### src/mcrc_pkg.sv
`timescale 1ns / 1ps
// ----------------------------------------------------------------------------
// mcrc_pkg
// Shared types and constants for the multi-width CRC engine: mode codes,
// polynomials, init and final xor values.
// ----------------------------------------------------------------------------
package mcrc_pkg;

   localparam int CRC_W = 64;

   typedef enum logic [1:0] {
      MODE_CRC8  = 2'd0,
      MODE_CRC32 = 2'd1,
      MODE_CRC64 = 2'd2
   } mode_type;

   localparam logic [7:0]  POLY8   = 8'h07;
   localparam logic [31:0] POLY32  = 32'h04C11DB7;
   localparam logic [63:0] POLY64  = 64'h42F0E1EBA9EA3693;

   localparam logic [7:0]  INIT8   = 8'h00;
   localparam logic [31:0] INIT32  = 32'hFFFFFFFF;
   localparam logic [63:0] INIT64  = 64'hFFFFFFFFFFFFFFFF;

   localparam logic [7:0]  XOR8    = 8'h00;
   localparam logic [31:0] XOR32   = 32'hFFFFFFFF;
   localparam logic [63:0] XOR64   = 64'hFFFFFFFFFFFFFFFF;

   function automatic logic [CRC_W-1:0] crc_init(input mode_type mode);
      logic [CRC_W-1:0] v;
      case (mode)
         MODE_CRC8:  v = {{(CRC_W-8){1'b0}}, INIT8};
         MODE_CRC32: v = {{(CRC_W-32){1'b0}}, INIT32};
         MODE_CRC64: v = INIT64;
         default:    v = {{(CRC_W-32){1'b0}}, INIT32};
      endcase
      return v;
   endfunction

endpackage

### src/mcrc_fold.sv
`timescale 1ns / 1ps
// ----------------------------------------------------------------------------
// mcrc_fold
// Folds one message byte, MSB first, into the running CRC register for the
// selected mode and forms the finalized CRC value.
// ----------------------------------------------------------------------------
module mcrc_fold
   import mcrc_pkg::*;
(
   input  mode_type          mode,
   input  logic [CRC_W-1:0]  crc_cur,
   input  logic [7:0]        data_byte,
   output logic [CRC_W-1:0]  crc_next,
   output logic [CRC_W-1:0]  crc_out
);

   function automatic logic [7:0] fold8(input logic [7:0] r_in, input logic [7:0] b);
      logic [7:0] r;
      r = r_in ^ b;
      for (int i = 0; i < 8; i++) begin
         r = r[7] ? ({r[6:0], 1'b0} ^ POLY8) : {r[6:0], 1'b0};
      end
      return r;
   endfunction

   function automatic logic [31:0] fold32(input logic [31:0] r_in, input logic [7:0] b);
      logic [31:0] r;
      r = r_in ^ {b, 24'h000000};
      for (int i = 0; i < 8; i++) begin
         r = r[31] ? ({r[30:0], 1'b0} ^ POLY32) : {r[30:0], 1'b0};
      end
      return r;
   endfunction

   function automatic logic [63:0] fold64(input logic [63:0] r_in, input logic [7:0] b);
      logic [63:0] r;
      r = r_in ^ {b, 56'h0};
      for (int i = 0; i < 8; i++) begin
         r = r[63] ? ({r[62:0], 1'b0} ^ POLY64) : {r[62:0], 1'b0};
      end
      return r;
   endfunction

   logic [7:0]  f8;
   logic [31:0] f32;
   logic [63:0] f64;

   assign f8  = fold8(crc_cur[7:0], data_byte);
   assign f32 = fold32(crc_cur[31:0], data_byte);
   assign f64 = fold64(crc_cur[63:0], data_byte);

   always_comb begin
      case (mode)
         MODE_CRC8: begin
            crc_next = {{(CRC_W-8){1'b0}}, f8};
            crc_out  = {{(CRC_W-8){1'b0}}, f8 ^ XOR8};
         end
         MODE_CRC64: begin
            crc_next = f64;
            crc_out  = f64 ^ XOR64;
         end
         default: begin
            crc_next = {{(CRC_W-32){1'b0}}, f32};
            crc_out  = {{(CRC_W-32){1'b0}}, f32 ^ XOR32};
         end
      endcase
   end

endmodule

### src/multi_width_crc_engine.sv
`timescale 1ns / 1ps
// ----------------------------------------------------------------------------
// multi_width_crc_engine
// Byte-wide MSB-first CRC-8 / CRC-32 / CRC-64 engine with one result per beat.
// ----------------------------------------------------------------------------
// Usage:
//   req_ channel carries one message byte per beat plus a last-byte flag.
//   rsp_ channel returns, for every request beat, the finalized CRC of the
//   message so far (zero-extended to 64 bits) and a copy of the last flag.
//   csr_wr_en / csr_wr_data select the mode (0 CRC-8, 1 CRC-32, 2 CRC-64);
//   a write of 3 is ignored, any legal write reloads the CRC init value.
//   Write the mode only while no beat is in flight.
// A request beat is held in the input register, then folded into the output
//   register that drives rsp_; a stalled rsp_ keeps it in the input register.
// Throughput: one beat per cycle while rsp_ is not stalled, set by the
//   combinational byte fold in the CRC register feedback loop.
// Reset: mode returns to CRC-32, the CRC register to its all-ones init and
//   both stages are emptied.
// Stall: while rsp_stall holds a response, the input register still takes
//   one more beat; req_stall rises only once both stages are full.
// ----------------------------------------------------------------------------
module multi_width_crc_engine
   import mcrc_pkg::*;
(
   input  logic              clock,
   input  logic              reset,
   input  logic              req_valid,
   output logic              req_stall,
   input  logic [7:0]        req_data_byte,
   input  logic              req_last_byte,
   output logic              rsp_valid,
   input  logic              rsp_stall,
   output logic [CRC_W-1:0]  rsp_crc_value,
   output logic              rsp_crc_final,
   input  logic              csr_wr_en,
   input  logic [1:0]        csr_wr_data
);

   logic              in_valid_ff, in_valid_in;
   logic [7:0]        in_byte_ff;
   logic              in_last_ff;
   logic              out_valid_ff, out_valid_in;
   logic [CRC_W-1:0]  out_value_ff;
   logic              out_final_ff;
   mode_type          mode_ff, mode_in;
   logic [CRC_W-1:0]  crc_ff, crc_in;

   logic              advance;
   logic              take_req;
   logic              mode_wr;
   logic [CRC_W-1:0]  crc_next;
   logic [CRC_W-1:0]  crc_out;

   mcrc_fold u_fold (
      .mode      (mode_ff),
      .crc_cur   (crc_ff),
      .data_byte (in_byte_ff),
      .crc_next  (crc_next),
      .crc_out   (crc_out)
   );

   assign advance   = in_valid_ff && (!out_valid_ff || !rsp_stall);
   assign req_stall = in_valid_ff && !advance;
   assign take_req  = req_valid && !req_stall;
   assign mode_wr   = csr_wr_en && (csr_wr_data == MODE_CRC8 ||
                                    csr_wr_data == MODE_CRC32 ||
                                    csr_wr_data == MODE_CRC64);

   always_comb begin
      in_valid_in  = take_req ? 1'b1 : (advance ? 1'b0 : in_valid_ff);
      out_valid_in = advance ? 1'b1 : ((out_valid_ff && !rsp_stall) ? 1'b0 : out_valid_ff);
      mode_in      = mode_wr ? mode_type'(csr_wr_data) : mode_ff;
      if (mode_wr) begin
         crc_in = crc_init(mode_type'(csr_wr_data));
      end else if (advance) begin
         crc_in = in_last_ff ? crc_init(mode_ff) : crc_next;
      end else begin
         crc_in = crc_ff;
      end
   end

   always_ff @(posedge clock) begin
      if (reset) begin
         in_valid_ff  <= 1'b0;
         out_valid_ff <= 1'b0;
         mode_ff      <= MODE_CRC32;
         crc_ff       <= crc_init(MODE_CRC32);
      end else begin
         in_valid_ff  <= in_valid_in;
         out_valid_ff <= out_valid_in;
         mode_ff      <= mode_in;
         crc_ff       <= crc_in;
      end
   end

   always_ff @(posedge clock) begin
      if (take_req) begin
         in_byte_ff <= req_data_byte;
         in_last_ff <= req_last_byte;
      end
      if (advance) begin
         out_value_ff <= crc_out;
         out_final_ff <= in_last_ff;
      end
   end

   assign rsp_valid     = out_valid_ff;
   assign rsp_crc_value = out_value_ff;
   assign rsp_crc_final = out_final_ff;

endmodule

### config.mk
export PLATFORM = sky130hd
export DESIGN_NAME = multi_width_crc_engine
export DESIGN_NICKNAME = d
export VERILOG_FILES = /design/src/mcrc_pkg.sv /design/src/mcrc_fold.sv /design/src/multi_width_crc_engine.sv
export SDC_FILE = /design/constraint.sdc
export NUM_CORES = 1
export LEC_CHECK = 0
export BUFFER_PORTS_ARGS = -buffer_cell sky130_fd_sc_hd__buf_2
export CORE_UTILIZATION = 40
export DETAILED_ROUTE_END_ITERATION = 10
export PLACE_DENSITY_LB_ADDON = 0.3
export SYNTH_ARGS = -nofsm -noshare
export SYNTH_HDL_FRONTEND = slang
export SYNTH_SLANG_ARGS = --single-unit
export TNS_END_PERCENT = 20
### constraint.sdc
create_clock -name clock -period 4.55 [get_ports clock]
set_clock_uncertainty 0.05 [all_clocks]
set_input_delay 0.2275 -clock clock [delete_from_list [all_inputs] [get_ports clock]]
set_output_delay 0.2275 -clock clock [all_outputs]
set_load 0.005 [all_outputs]
== Yosys cells after proc, flatten, opt, wreduce, memory -nomap -nowiden ==
Cells that the tools add are included.
Operators by class
  bitwise gates (word level): 29
  eq/ne operators: 3
  reduce and logical (&&, ||, !) cells: 17
  mux-type cells: 35
Operators by type and width (number)
  case mux 64 bit (2 select lines): 4
  2-to-1 mux 63 bit: 8
  inverter 33 bit: 8
  2-to-1 mux 27 bit: 8
  2-to-1 mux 64 bit: 3
  inverter 14 bit: 8
  inverter 64 bit: 1
  bitwise XOR 64 bit: 1
  inverter 32 bit: 1
  bitwise XOR 32 bit: 1
  2-to-1 mux 3 bit: 8
  inverter 3 bit: 8
  bitwise XOR 8 bit: 1
  nonzero test 2 bit: 3
  logical AND 1 bit: 5
  == test 2 bit, second input constant: 2
  zero test 1 bit: 4
  zero test 2 bit: 2
  2-to-1 mux 1 bit: 4
  logical OR 1 bit: 3
  == test 2 x 1 -> 1 bit, second input constant: 1
Storage, ports and cells
  output and inout bits: 67
  input bits: 16
  register bits after elaboration: 142

== Longest topological paths before layout ==
  depth in word-level cells: 21
  gate-level depth with buffers: 8

== By module ==
A second synthesis with hierarchy kept.
Second synthesis, totals
  cell total of the unflattened synthesis: 901
  area, all modules: 8782.2 um^2
By module, submodules not included
  multi_width_crc_engine: area each 5475.3 um^2, cells an instance 454, instances 1, seq. area each 3583.4 um^2
  mcrc_fold: area each 3306.9 um^2, cells an instance 447, instances 1, seq. area each 0.0 um^2

== Worst setup path before layout ==
Ideal clock, no wire load.
  path type: reg-to-reg
  from: register in_valid_ff
  to: register crc_ff[46]
  slack: 1.078 ns
  cell stages (with the launch flop): 9
  library setup time: 0.119 ns
  data arrival time: 3.303 ns
  required time: 4.381 ns
  buffers on the path: 2
  path through: dfxtp_1 a21bo_2 buf_2 inv_1 o21ai_0 o21ai_1 nand2_1 clkbuf_1 o221a_2
Between the ends
  longest elaborated chain between the ends: 2
RTL lines
  start, declared: RTL line multi_width_crc_engine.sv:39  | logic in_valid_ff, in_valid_in;
  start signal, assigned: RTL line multi_width_crc_engine.sv:89  | in_valid_ff <= in_valid_in;
  logical AND 1 bit: RTL line multi_width_crc_engine.sv:62  | assign advance = in_valid_ff && (!out_valid_ff || !rsp_stall);
  via advance: RTL line multi_width_crc_engine.sv:48  | logic advance;
  nonzero test 2 bit (no source line)
  end signal, assigned: RTL line multi_width_crc_engine.sv:87  | crc_ff <= crc_init(MODE_CRC32);
  end signal, assigned: RTL line multi_width_crc_engine.sv:92  | crc_ff <= crc_in;
  end, declared: RTL line multi_width_crc_engine.sv:46  | logic [CRC_W-1:0] crc_ff, crc_in;
The timed path passes the listed nets, and every way through them passes these cells.
A chain may end at the register's enable or synchronous reset.

== Worst setup path in the final report ==
  from: register mode_ff[0]
  to: register out_value_ff[29] (netlist: rsp_crc_value[29]), data pin
Between the ends
  longest elaborated chain between the ends: 2
RTL lines
  start, declared: RTL line multi_width_crc_engine.sv:45  | mode_type mode_ff, mode_in;
  start signal, assigned: RTL line multi_width_crc_engine.sv:91  | mode_ff <= mode_in;
  == test 2 bit / zero test 2 bit (equally long branches): RTL line mcrc_fold.sv:53  | case (mode)
  case mux 64 bit (2 select lines) (*): RTL line mcrc_fold.sv:53
  via crc_out[29]: RTL line multi_width_crc_engine.sv:52  | logic [CRC_W-1:0] crc_out;
  end signal, assigned: RTL line multi_width_crc_engine.sv:102  | out_value_ff <= crc_out;
  end, declared: RTL line multi_width_crc_engine.sv:43  | logic [CRC_W-1:0] out_value_ff;
The timed path passes the listed nets; every way through them passes the cells marked *.

==> out/summary.txt <==
status: finished, final reports clean
per-cell routed wire length: 22.5 µm
placed instance count: 1105
crit path launch type: register
Core Box Area: 20400 µm²
WS Path Type: reg -> reg
die footprint: 21600 µm²
Final Instance Area: 9760 µm²
Congestion Overflow GR: 0
Slew Limit Fails: 0
site row count: 52
I/O pin total: 83
GPL Wtd Cong: 0.954
Setup crit end kind: register
Routed Antenna Nets: 0
clk slew on worst S/H paths: 0.07 ns
drc violations: 0
pwr dens: 567 nW/µm²
final hold violations: 0
slowest stage delay, CP: 0.99 ns
die width: 147 µm
post-synthesis mux area share: 0.00492
worst-skew pair later-pin latency: 0.44 ns
Syn Std Cell Area: 8390 µm²
RSZ-0062 raised after global routing: false
Final nets: 882
drt pass-1 iters: 5
layout cell share with drive strength beyond 1: 0.205
Hold Slack: 0.0325 ns
final worst path period share: 0.671
via count: 6580
Post-Synth XOR/XNOR Area: 0.298
Setup TNS: 0 ns
Port Buffers: 82
DR vias/cell: 5.73
area share of and/or/nand/nor cells after synthesis: 0.0723
main flop type after synthesis: edfxtp_1
Seq cells post-synth: 142
max-cap violations: 0
crit path DAT: 3.19 ns
Clock Path Buffers: 2
Post-CTS Setup Inserts: 0
Detailed Route Iter0 Violations: 725
main combinational cell family by area after synthesis: XOR/XNOR gates
Worst IR Drop VDD: 0.329 mV
Starting Density: 0.411
min-delay worst type: in -> reg
Setup Viol. Count Final: 0
Pleak: 3.66 nW
Worst Path Buf+Inv: 3
pre-CTS setup slack: 1.53 ns
critical path required time: 4.69 ns
final worst slack: 1.50 ns
most common cell after layout, fill and taps aside: xnor2_1
P&R area growth vs syn: 16.2%
largest net degree at the start of global routing: 72
initial antenna violation count: 0
CTS H-Tree Depth: 4
Post-Layout Cell Count: 1149
post-synthesis compound-gate area fraction: 0.168
mean post-synth cell area: 10.6 µm²
Netlist cell types: 58
Max Freq: 328 MHz
Syn. warnings: 0
Mapped Cells: 792
Core Util, Final: 0.478
cell family with most CP delay: flip-flops
CTS Buf Count: 17
EDFF count, synth: 74
TritonCTS clock tree: done
crit-path max FO: 35
Cell Chain, Critical Path: inv_1 -> buf_4 -> nand2_2 -> buf_4 -> o2bb2ai_1 -> mux2_2
vias in the first global route: 6190
Post-DP HPWL: 18.1 mm
most used cell, CP: buf_4
DP Area: 9040 µm²
Seq/Total Area, Yosys: 0.427
slew at the pin with the worst max-slew slack: 1.02 ns
Die Ht: 147 µm
Final Critical Period: 3.05 ns
Mapped Nets: 808
Synth Area in Adders: 0
GRT Total Usage: 0.246
Slew HR: 0.315
Fill cells: 1928
Async S/R FF share, synth: 0
leading cell types in the layout, fill and taps excluded: xnor2_1, buf_2, edfxtp_1, o21ai_0, nor2_1
Post-Route WL: 25.9 mm
clock tree root buffer cell: clkbuf_16
Tot Pwr: 5.53 mW
global-route wire length before repair: 39.1 mm
CP max stage cell: dfxtp_1
number of diodes: 0
Sink Count: 142
power by group:
group | switching (mW) | internal (mW)
Combinational | 1.40 | 1.03
Clock | 0.642 | 0.780
Sequential | 0.134 | 1.54
cells by family after synthesis:
| logic type | after synthesis |
|---|---|
| simple gates | 144 |
| buf+inv | 63 |
| flops | 142 |
| compound gates | 208 |
| xor+xnor | 231 |
| mux | 4 |
layout make-up:
class	count	area (µm²)	share of cell area
Multi-Input combinational cell	587	4570	0.468
Sequential cell	142	3580	0.367
Timing Repair Buffer	109	643	0.0659
Clock buffer	17	425	0.0436
Tap cell	270	338	0.0346
Clock inverter	15	166	0.0171
Inverter	9	33.8	0.00346
what timing repair did:
item	4_1_cts	5_1_grt
hold buffers	12	0
gates resized for setup	0	0
hold endpoints to repair	11	0
worst paths after layout:
| check | end | from | slack, ns | cells past startpoint |
|---|---|---|---|---|
| worst min register to register | crc_ff[50] | crc_ff[50] | 0.46 | 2 |
| worst max register to register | rsp_crc_value[29] | mode_ff[0] | 1.50 | 6 |
| worst max-delay path | rsp_crc_value[29] | mode_ff[0] | 1.50 | 6 |
| worst min-delay path | mode_ff[1] | csr_wr_data[1] | 0.03 | 3 |
worst register-to-register path: cells and delay by family (launching register included):
| family | cells | cell delay, ns |
|---|---|---|
| simple gates | 1 | 0.47 |
| flops | 1 | 0.99 |
| compound gates | 1 | 0.17 |
| buf+inv | 3 | 0.84 |
| mux | 1 | 0.28 |
layer usage:
metal  global-route usage  wire length, µm
met5                    0                0
met2                0.365            11500
met3               0.0463             2410
met4                0.111              846
met1                0.345            11100
sequential cells by signal (all words and copies together), names as in the netlist:
register and count:
rsp_crc_final 1, crc_ff 64, in_byte_ff 8, rsp_valid 1
mode_ff 2, in_last_ff 1, in_valid_ff 1, rsp_crc_value 64
synthesized netlist by cell type, types with 16 or more instances:
cell	count	share of area
nand2_1	45	0.020
a211oi_1	22	0.020
xnor2_1	144	0.15
nor2_1	70	0.031
dfxtp_1	68	0.16
xor2_1	46	0.048
edfxtp_1	74	0.26
o221a_2	16	0.021
xnor3_1	17	0.046
clkbuf_1	45	0.020
a21oi_1	26	0.016
o21ai_0	72	0.043
(Power assumes the default switching activity.)
